## src/design/bal_pkg.sv

```systemverilog
// Shared types, codes and constants for the bounded array list.
package bal_pkg;

  localparam int CW            = 7;
  localparam int VW            = 32;
  localparam int DEFAULT_DEPTH = 64;

  typedef logic [CW-1:0]        count_t;
  typedef logic signed [VW-1:0] value_t;

  localparam count_t CAPACITY_RESET = count_t'(64);
  localparam value_t FILL_RESET     = '0;
  localparam value_t RD_INVALID     = -32'sd1;

  typedef enum logic [1:0] {
    OP_INSERT,
    OP_REMOVE,
    OP_READ,
    OP_CLEAR
  } op_t;

  typedef enum logic [1:0] {
    STS_OK,
    STS_BAD_POS,
    STS_FULL,
    STS_EMPTY
  } status_t;

  typedef enum logic [0:0] {
    CFG_CAPACITY,
    CFG_FILL
  } cfg_reg_t;

  typedef enum logic [3:0] {
    S_INIT,
    S_IDLE,
    S_INS_RD,
    S_INS_WR,
    S_INS_PUT,
    S_REM_RD,
    S_REM_WR,
    S_REM_TAIL,
    S_READ_WAIT,
    S_CLEAR,
    S_RESP
  } seq_state_t;

  typedef struct packed {
    op_t    operation;
    count_t position;
    value_t item_value;
  } req_t;

  typedef struct packed {
    status_t status;
    value_t  read_value;
    count_t  entry_count;
    logic    is_full;
    logic    is_empty;
  } rsp_t;

endpackage

```

## src/design/bal_chan_if.sv

```systemverilog
// Valid/ready channel carrying one payload item per transfer.
interface bal_chan_if #(parameter type payload_t = logic);
  logic     valid;
  logic     ready;
  payload_t data;

  modport source (output valid, output data, input ready);
  modport sink   (input valid, input data, output ready);
endinterface

```

## src/design/bal_slot_ram.sv

```systemverilog
// Slot store: one write port, one read port with registered read data.
module bal_slot_ram #(
  parameter int DEPTH = 64
) (
  input  logic                     clk,
  input  logic                     we,
  input  logic [$clog2(DEPTH)-1:0] waddr,
  input  logic signed [31:0]       wdata,
  input  logic [$clog2(DEPTH)-1:0] raddr,
  output logic signed [31:0]       rdata
);
  logic signed [31:0] mem [DEPTH];

  always_ff @(posedge clk) begin
    if (we) begin
      mem[waddr] <= wdata;
    end
  end

  always_ff @(posedge clk) begin
    rdata <= mem[raddr];
  end

endmodule

```

## src/design/bal_seq.sv

```systemverilog
// Sequencer: walks a shared slot index to shift, fill and read the slot store.
module bal_seq #(
  parameter int DEPTH = bal_pkg::DEFAULT_DEPTH
) (
  input  logic                     clk,
  input  logic                     rst,
  input  logic                     req_valid,
  output logic                     req_ready,
  input  bal_pkg::req_t            req_data,
  input  bal_pkg::count_t          cap,
  input  bal_pkg::value_t          fill,
  output logic                     rsp_valid,
  input  logic                     rsp_take,
  output bal_pkg::rsp_t            rsp_data,
  output logic                     mem_we,
  output logic [$clog2(DEPTH)-1:0] mem_waddr,
  output bal_pkg::value_t          mem_wdata,
  output logic [$clog2(DEPTH)-1:0] mem_raddr,
  input  bal_pkg::value_t          mem_rdata
);
  import bal_pkg::*;

  localparam int AW = $clog2(DEPTH);
  localparam int IW = (AW > CW) ? AW : CW;
  localparam logic [IW-1:0] LAST = IW'(DEPTH - 1);

  seq_state_t    state, state_next;
  count_t        pos, pos_next;
  value_t        val, val_next;
  logic [IW-1:0] idx, idx_next;
  count_t        cnt, cnt_next;
  status_t       status, status_next;
  value_t        rd, rd_next;

  always_ff @(posedge clk) begin
    if (rst) begin
      state <= S_INIT;
      idx   <= '0;
      cnt   <= '0;
    end else begin
      state <= state_next;
      idx   <= idx_next;
      cnt   <= cnt_next;
    end
  end

  always_ff @(posedge clk) begin
    pos    <= pos_next;
    val    <= val_next;
    status <= status_next;
    rd     <= rd_next;
  end

  always_comb begin
    state_next  = state;
    pos_next    = pos;
    val_next    = val;
    idx_next    = idx;
    cnt_next    = cnt;
    status_next = status;
    rd_next     = rd;
    req_ready   = 1'b0;
    rsp_valid   = 1'b0;
    mem_we      = 1'b0;
    mem_waddr   = AW'(idx);
    mem_wdata   = mem_rdata;
    mem_raddr   = AW'(idx);

    unique case (state)
      S_INIT: begin
        // post-reset sweep: every slot to the reset fill value
        mem_we    = 1'b1;
        mem_wdata = FILL_RESET;
        if (idx == LAST) begin
          idx_next   = '0;
          state_next = S_IDLE;
        end else begin
          idx_next = idx + IW'(1);
        end
      end
      S_IDLE: begin
        req_ready = 1'b1;
        mem_raddr = AW'(req_data.position);
        if (req_valid) begin
          pos_next    = req_data.position;
          val_next    = req_data.item_value;
          status_next = STS_OK;
          rd_next     = '0;
          unique case (req_data.operation)
            OP_INSERT: begin
              priority if (req_data.position > cnt) begin
                status_next = STS_BAD_POS;
                state_next  = S_RESP;
              end else if (cnt >= cap) begin
                status_next = STS_FULL;
                state_next  = S_RESP;
              end else begin
                idx_next   = IW'(cnt);
                state_next = (req_data.position == cnt) ? S_INS_PUT : S_INS_RD;
              end
            end
            OP_REMOVE: begin
              priority if (cnt == '0) begin
                status_next = STS_EMPTY;
                state_next  = S_RESP;
              end else if (req_data.position >= cnt) begin
                status_next = STS_BAD_POS;
                state_next  = S_RESP;
              end else begin
                idx_next   = IW'(req_data.position);
                state_next = (IW'(req_data.position) + IW'(1) < IW'(cnt)) ?
                             S_REM_RD : S_REM_TAIL;
              end
            end
            OP_READ: begin
              if (req_data.position >= cap) begin
                status_next = STS_BAD_POS;
                rd_next     = RD_INVALID;
                state_next  = S_RESP;
              end else begin
                state_next = S_READ_WAIT;
              end
            end
            OP_CLEAR: begin
              cnt_next   = '0;
              idx_next   = '0;
              state_next = S_CLEAR;
            end
          endcase
        end
      end
      S_INS_RD: begin
        mem_raddr  = AW'(idx - IW'(1));
        state_next = S_INS_WR;
      end
      S_INS_WR: begin
        // move the entry below up by one slot
        mem_we     = 1'b1;
        idx_next   = idx - IW'(1);
        state_next = (idx - IW'(1) == IW'(pos)) ? S_INS_PUT : S_INS_RD;
      end
      S_INS_PUT: begin
        mem_we     = 1'b1;
        mem_waddr  = AW'(pos);
        mem_wdata  = val;
        cnt_next   = cnt + count_t'(1);
        state_next = S_RESP;
      end
      S_REM_RD: begin
        mem_raddr  = AW'(idx + IW'(1));
        state_next = S_REM_WR;
      end
      S_REM_WR: begin
        // move the entry above down by one slot
        mem_we     = 1'b1;
        idx_next   = idx + IW'(1);
        state_next = (idx + IW'(2) < IW'(cnt)) ? S_REM_RD : S_REM_TAIL;
      end
      S_REM_TAIL: begin
        mem_we     = 1'b1;
        mem_waddr  = AW'(cnt - count_t'(1));
        mem_wdata  = fill;
        cnt_next   = cnt - count_t'(1);
        state_next = S_RESP;
      end
      S_READ_WAIT: begin
        rd_next    = mem_rdata;
        state_next = S_RESP;
      end
      S_CLEAR: begin
        mem_we    = 1'b1;
        mem_wdata = fill;
        if (idx == LAST) begin
          idx_next   = '0;
          state_next = S_RESP;
        end else begin
          idx_next = idx + IW'(1);
        end
      end
      S_RESP: begin
        // hold until the output register is free
        rsp_valid = 1'b1;
        if (rsp_take) begin
          state_next = S_IDLE;
        end
      end
      default: begin
        state_next = S_INIT;
      end
    endcase
  end

  always_comb begin
    rsp_data.status      = status;
    rsp_data.read_value  = rd;
    rsp_data.entry_count = cnt;
    rsp_data.is_full     = (cnt >= cap);
    rsp_data.is_empty    = (cnt == '0);
  end

endmodule

```

## src/design/bounded_array_list.sv

```systemverilog
// Bounded array list top level: configuration, sequencer, slot store, result register.
//
// An ordered list of signed 32-bit values in a slot RAM of DEPTH entries,
// with insert-at, remove-at, read-at and clear. The block takes one
// item at a time: ready is high only while the sequencer is idle. Because
// the RAM has one read and one write port with registered read data, each
// entry moved by an insert or remove takes a read state and a write state.
// An insert shifts entries from the tail down to the position up one slot,
// then writes the value; a remove shifts entries above it down, then fills
// the freed tail slot; a clear fills every slot, one slot per cycle. After
// reset a clearing pass fills the store with zero; no item is taken during
// it, configuration writes are.
module bounded_array_list #(
  parameter int DEPTH = bal_pkg::DEFAULT_DEPTH
) (
  input  logic              clk,
  input  logic              rst,
  input  logic              cfg_we,
  input  bal_pkg::cfg_reg_t cfg_index,
  input  logic [31:0]       cfg_data,
  bal_chan_if.sink          req,
  bal_chan_if.source        rsp
);
  import bal_pkg::*;

  localparam int     AW        = $clog2(DEPTH);
  localparam int     CAP_MAX   = (DEPTH < (1 << CW) - 1) ? DEPTH : (1 << CW) - 1;
  localparam count_t CAP_MAX_C = count_t'(CAP_MAX);

  count_t  capacity;
  value_t  fill;
  count_t  cap_eff;

  logic    seq_rsp_valid;
  logic    rsp_take;
  rsp_t    seq_rsp;
  logic    out_valid;
  rsp_t    out_data;

  logic          mem_we;
  logic [AW-1:0] mem_waddr;
  value_t        mem_wdata;
  logic [AW-1:0] mem_raddr;
  value_t        mem_rdata;

  always_ff @(posedge clk) begin
    if (rst) begin
      capacity <= CAPACITY_RESET;
      fill     <= FILL_RESET;
    end else if (cfg_we) begin
      unique case (cfg_index)
        CFG_CAPACITY: capacity <= cfg_data[CW-1:0];
        CFG_FILL:     fill     <= cfg_data;
      endcase
    end
  end

  // clamp capacity into one..min(DEPTH, 127)
  always_comb begin
    priority if (capacity == '0) begin
      cap_eff = count_t'(1);
    end else if (capacity > CAP_MAX_C) begin
      cap_eff = CAP_MAX_C;
    end else begin
      cap_eff = capacity;
    end
  end

  bal_seq #(.DEPTH(DEPTH)) u_seq (
    .clk       (clk),
    .rst       (rst),
    .req_valid (req.valid),
    .req_ready (req.ready),
    .req_data  (req.data),
    .cap       (cap_eff),
    .fill      (fill),
    .rsp_valid (seq_rsp_valid),
    .rsp_take  (rsp_take),
    .rsp_data  (seq_rsp),
    .mem_we    (mem_we),
    .mem_waddr (mem_waddr),
    .mem_wdata (mem_wdata),
    .mem_raddr (mem_raddr),
    .mem_rdata (mem_rdata)
  );

  bal_slot_ram #(.DEPTH(DEPTH)) u_ram (
    .clk   (clk),
    .we    (mem_we),
    .waddr (mem_waddr),
    .wdata (mem_wdata),
    .raddr (mem_raddr),
    .rdata (mem_rdata)
  );

  assign rsp_take = seq_rsp_valid && (!out_valid || rsp.ready);

  always_ff @(posedge clk) begin
    if (rst) begin
      out_valid <= 1'b0;
    end else if (rsp_take) begin
      out_valid <= 1'b1;
    end else if (rsp.ready) begin
      out_valid <= 1'b0;
    end
  end

  always_ff @(posedge clk) begin
    if (rsp_take) begin
      out_data <= seq_rsp;
    end
  end

  assign rsp.valid = out_valid;
  assign rsp.data  = out_data;

  a_no_take_while_pending: assert property (@(posedge clk) disable iff (rst)
    seq_rsp_valid |-> !req.ready)
    else $error("input taken while a result is still pending");

  a_busy_after_reset: assert property (@(posedge clk)
    rst |=> !req.ready)
    else $error("input ready during the post-reset clearing pass");

  a_count_bounded: assert property (@(posedge clk) disable iff (rst)
    out_valid |-> (out_data.entry_count <= CAP_MAX_C))
    else $error("entry count beyond the store size");

endmodule
```

## src/flat_wrapper.sv

```systemverilog
// flat-port wrapper written by rule: the top's interface ports become plain ports
module bounded_array_list_flat import bal_pkg::*;
#(
  parameter int DEPTH = bal_pkg::DEFAULT_DEPTH
)
  (clk, rst, cfg_we, cfg_index, cfg_data, req_valid, req_data, req_ready, rsp_valid, rsp_data, rsp_ready);
  bal_chan_if req_i ();
  bal_chan_if rsp_i ();
  input  logic clk;
  input  logic rst;
  input  logic cfg_we;
  input  bal_pkg::cfg_reg_t cfg_index;
  input  logic [31:0] cfg_data;
  input wire logic [$bits(req_i.valid)-1:0] req_valid;
  input wire logic [$bits(req_i.data)-1:0] req_data;
  output wire logic [$bits(req_i.ready)-1:0] req_ready;
  output wire logic [$bits(rsp_i.valid)-1:0] rsp_valid;
  output wire logic [$bits(rsp_i.data)-1:0] rsp_data;
  input wire logic [$bits(rsp_i.ready)-1:0] rsp_ready;
  assign req_i.valid = req_valid;
  assign req_i.data = req_data;
  assign req_ready = req_i.ready;
  assign rsp_valid = rsp_i.valid;
  assign rsp_data = rsp_i.data;
  assign rsp_i.ready = rsp_ready;
  bounded_array_list #(.DEPTH(DEPTH)) u_core (.clk(clk), .rst(rst), .cfg_we(cfg_we), .cfg_index(cfg_index), .cfg_data(cfg_data), .req(req_i), .rsp(rsp_i));
endmodule
```

## config.mk

```make
export PLATFORM = sky130hd
export DESIGN_NAME = bounded_array_list_flat
export DESIGN_NICKNAME = d
export VERILOG_FILES = /design/src/design/bal_pkg.sv /design/src/design/bal_chan_if.sv /design/src/design/bal_slot_ram.sv /design/src/design/bal_seq.sv /design/src/design/bounded_array_list.sv /design/src/flat_wrapper.sv
export SDC_FILE = /design/constraint.sdc
export NUM_CORES = 1
export LEC_CHECK = 0
export BUFFER_PORTS_ARGS = -buffer_cell sky130_fd_sc_hd__buf_4
export CAP_MARGIN = 10
export CORE_ASPECT_RATIO = 1.5
export CORE_MARGIN = 8
export CORE_UTILIZATION = 43
export CTS_BUF_LIST = sky130_fd_sc_hd__clkbuf_4 sky130_fd_sc_hd__clkbuf_8 sky130_fd_sc_hd__clkbuf_16
export DETAILED_ROUTE_END_ITERATION = 8
export GPL_ROUTABILITY_DRIVEN = 0
export PLACE_DENSITY = 0.65
export SYNTH_ARGS = -nofsm -noshare
export SYNTH_HDL_FRONTEND = slang
export SYNTH_HIERARCHICAL = 1
export SYNTH_SLANG_ARGS = --single-unit
export TNS_END_PERCENT = 50
```

## constraint.sdc

```tcl
create_clock -name clk -period 8.1 [get_ports clk]
set_clock_uncertainty 0.2 [all_clocks]
set_input_delay 1.215 -clock clk [delete_from_list [all_inputs] [get_ports clk]]
set_output_delay 1.215 -clock clk [all_outputs]
set_load 0.01 [all_outputs]
```

======== Word level (Yosys, flattened, before mapping) ========
Cells that the tools add are included.
storage, ports and cells
  flip-flop bits (word level) ............. 27
operators by class
  $add $sub $neg .......................... 5
  $lt $le $gt $ge ......................... 4
  equality and inequality tests ........... 17
  mux-type cells .......................... 22
  bitwise operators ....................... 1
  reduce and logical (&&, ||, !) cells .... 15
operator list
  cell                                                           number
  two-way mux 7 bit                                              6
  case mux 4 bit (9 select lines)                                1
  case mux 7 bit (4 select lines)                                1
  two-way mux 4 bit                                              6
  logical NOT 7 bit                                              3
  equality test 4 x 3 -> 1 bit (second input constant)           4
  adder 7 x 1 -> 7 bit (second input constant)                   2
  case mux 7 bit (2 select lines)                                1
  subtractor 7 x 1 -> 7 bit (second input constant)              2
  equality test 4 bit (second input constant)                    3
  inequality test 2 bit (second input constant)                  5
  equality test 4 x 2 -> 1 bit (second input constant)           2
  AND reduction 4 bit                                            2
  adder 7 x 2 -> 7 bit (second input constant)                   1
  equality test 7 x 6 -> 1 bit (second input constant)           1
  >= comparator 7 bit                                            1
  greater-than comparator 1 x 7 -> 1 bit (first input constant)  1
  greater-than comparator 7 bit (second input constant)          1
  less-than comparator 7 bit                                     1
  two-way mux 3 bit                                              2
  equality test 4 x 1 -> 1 bit (second input constant)           1
  logical NOT 4 bit                                              1
  two-way mux 1 bit                                              4
  nonzero test 2 bit                                             2
  other kinds (10)                                               10

======== Depth between registers and ports, before layout ========
  word-level depth ........................ 8
  mapped depth ............................ 12
  depth with buffers taken out ............ 11

======== Hierarchy ========
The synthesis kept the hierarchy.
by module, submodules not included
  module              instances  cells each  area an instance (um^2)  seq. area each (um^2)
  bal_slot_ram        1          3,324       78,515.3                 62,139.6
  bal_seq             1          709         6,407.4                  2,552.4
  bounded_array_list  1          181         1,740.4                  830.8

======== Worst setup path before layout ========
Ideal clock, no wire load.
  path type ............................... register -> register
  start point ............................. register u_core.u_seq.state[2]
  end point ............................... register u_core/u_ram/mem[48][0] (netlist name)
  library setup time ...................... 0.461 ns
  arrival ................................. 4.193 ns
  path slack .............................. 3.246 ns
  stages on the path, launching flop included .. 10
  buffers on the path ..................... 4
  path through ............................ dfxtp_1 > clkbuf_1 > nor4b_1 > clkbuf_1 > clkbuf_1 > a22oi_1 > o21ai_0 > clkbuf_1 > nand4b_1 > nor3_1
RTL lines
  item                      line           RTL
  start: declaration        bal_seq.sv:27  seq_state_t state, state_next;
  start signal: assignment  bal_seq.sv:41  state <= state_next;

======== Worst setup path after layout ========
  start point ............................. register u_core.u_seq.state[3]
  end point ............................... output port req_ready
between the ends
  word-level cells in the longest chain between the ends .. 2
ends and longest elaborated chain
  item                          line                RTL
  equality test 4 x 1 -> 1 bit  bal_seq.sv:69       unique case (state)
  two-way mux 1 bit             bal_seq.sv:69
  end: declaration              flat_wrapper.sv:16  output wire logic [$bits(req_i.ready)-1:0] req_ready;
Every way passes these cells.

==> run metrics <==
Avg Inst Size Synth around 8.2 sq um; Final Hold Fails 0; Starting Density between 40% and 50%; vias per cell roughly 5.7; Clock transition at path regs about 0.06 ns; worst skew pair latency about 0.28 ns; GR Util met2 a little under a third; HPWL Detailed 7220 microns; vias in the first global route 3,374; Net Sw Power 128 uW; CP required between 6 and 7 ns; layout cells sized above 1 a little over a tenth; Tcrit/Tclk final 40.1%; critical path's slowest cell nor4b_2; root buffer cell clkbuf_16; cts bufs inserted 5; pre-CTS WS 5.00 ns; clock share of power a little under half; post-cts sizing count 0; Slew headroom 41.6%; global routing usage on met3 under 10%; initial antenna violation count 0; grt met1 use approximately 16%; Buf/Inv on CP 1; cell-internal power 364 uW; area of the mapped netlist 0.00364 sq mm; CP arrival around 1.8 ns; CP delay by family, top simple AND/OR/NAND/NOR gates; Setup Buffers After CTS 0; via count 3,386; Worst path max stage delay approximately 0.76 ns; ANT cells 0; Routed Antenna Nets 0; Most Crowded Layer GR met2; CTS max path bufs 2; reg2reg setup slack 4.93 ns; die height ~130 microns; PD cells about 120 mW/mm^2; Switching Share between 20% and 30%; final critical-path required period 3.25 ns; Max Cap Viol 0; Max FO, Critical Path 22; combinational share of power ~16%; critical path, cell by cell nor4b_2 -> buf_4; startpoint types register; status finished, final reports clean; router iterations before antenna repair 5; Rows 41; Setup CP Type register to output port; DR DRC count 0; hold crit path type register to register; RSZ-0062 raised after global routing no; wire length per cell about 16 microns; Max Slew Vio Count 0; Max Fclk 308 MHz; Nets 571; Max VDD drop 0.0735 mV; crit path capture type output port; core box area between 0.008 and 0.009 sq mm; port buffer count 15; synth warn 6; CTS tree yes; total grt overflow 0; chip width about 90 microns; Layout Area Growth over Synthesis 12.4%; Die Footprint roughly 0.012 sq mm; Leak Pwr around 1.6 nW; GRT Total Usage approximately 16%; DRT iter0 DRCs between 200 and 300; I/O pin cnt between 40 and 50; Mapped Cells 445; largest net degree at the start of global routing 29; Worst-Margin Slew ~0.87 ns; first-pass GRT wire length 15,500 microns; drt total wl ~9300 microns; Post-CTS Hold Fix Bufs 0; sequential share of power roughly 37%; CTS Sinks 34; Setup Viol. Count Final 0; slack of the critical path between 4 and 5 ns; setup total negative slack 0 ns; H-tree Lvls 2
-- registers in the layout, summed over array words and instances, names as in the netlist --
name                cells
u_core/rsp.data         1
u_core/capacity         7
u_core/u_seq/pos        7
u_core/rsp.valid        1
u_core/u_seq/state      4
u_core/u_seq/idx        7
u_core/u_seq/cnt        7
-- path summary, 6_finish.rpt --
kind,start,endpoint,cells after the start
worst max-delay path,u_core/u_seq/state[3],req_ready,2
worst min-delay path,u_core/capacity[0],u_core/capacity[0],2
worst max register to register,u_core/u_seq/state[3],u_core/u_seq/idx[0],6
worst min register to register,u_core/capacity[0],u_core/capacity[0],2
-- tightest hold or removal path: cells and delay by family, from the launching register on --
family           cells  cell delay [ns]
AND/OR/NAND/NOR      1             0.07
multiplexers         1             0.07
flip-flops           1             0.34
-- power groups by stage --
stage	combinational [mW]	sequential, mW	clock (mW)
global placement	0.0718	0.185	0
finish	0.0778	0.181	0.233
floorplan	0.0644	0.182	0
global route	0.0889	0.181	0.244
detailed placement	0.0739	0.185	0
CTS	0.0741	0.181	0.237
-- final cells by class --
type / instances / area, sq um
sequential: 34 / 761
clock buffer: 7 / 175
timing repair buffer: 16 / 120
fill: 841 / 4220
inverter: 27 / 101
clock inverter: 1 / 8.76
tap: 107 / 134
multi-input combinational: 403 / 2790
-- per-layer routing --
| metal | part of all wire [%] | up-vias |
|---|---|---|
| li1 | - | 1671 |
| met2 | 54 | 98 |
| met1 | 39 | 1592 |
| met3 | 3.4 | 25 |
| met5 | 0 | - |
| met4 | 3.7 | 0 |
-- cells in the final DEF, fill, tap and decap left out, drive strengths merged, types with 8 or more instances in the layout --
master  count
nor3       23
o21ai      16
xnor2      17
conb       52
dfxtp      26
edfxtp      8
a21oi      31
nor2       36
nand3      19
ha         45
nor2b      14
buf        16
inv        27
nand2      22
-- per-stage QoR --
| step | hold slack (ns) | power [mW] | utilization (%) | std cells | instance area, sq um |
|---|---|---|---|---|---|
| global route | 0.340 | 0.514 | 49.2 | 595 | 4090 |
| detailed placement | 0.306 | 0.258 | 47.0 | 587 | 3900 |
| global placement | 0.290 | 0.256 | 47.0 | 587 | 3900 |
| finish | 0.313 | 0.492 | 49.2 | 595 | 4090 |
| floorplan | 0.261 | 0.247 | - | 496 | 3830 |
| CTS | 0.322 | 0.492 | 49.2 | 595 | 4090 |
(Power assumes the default switching activity.)
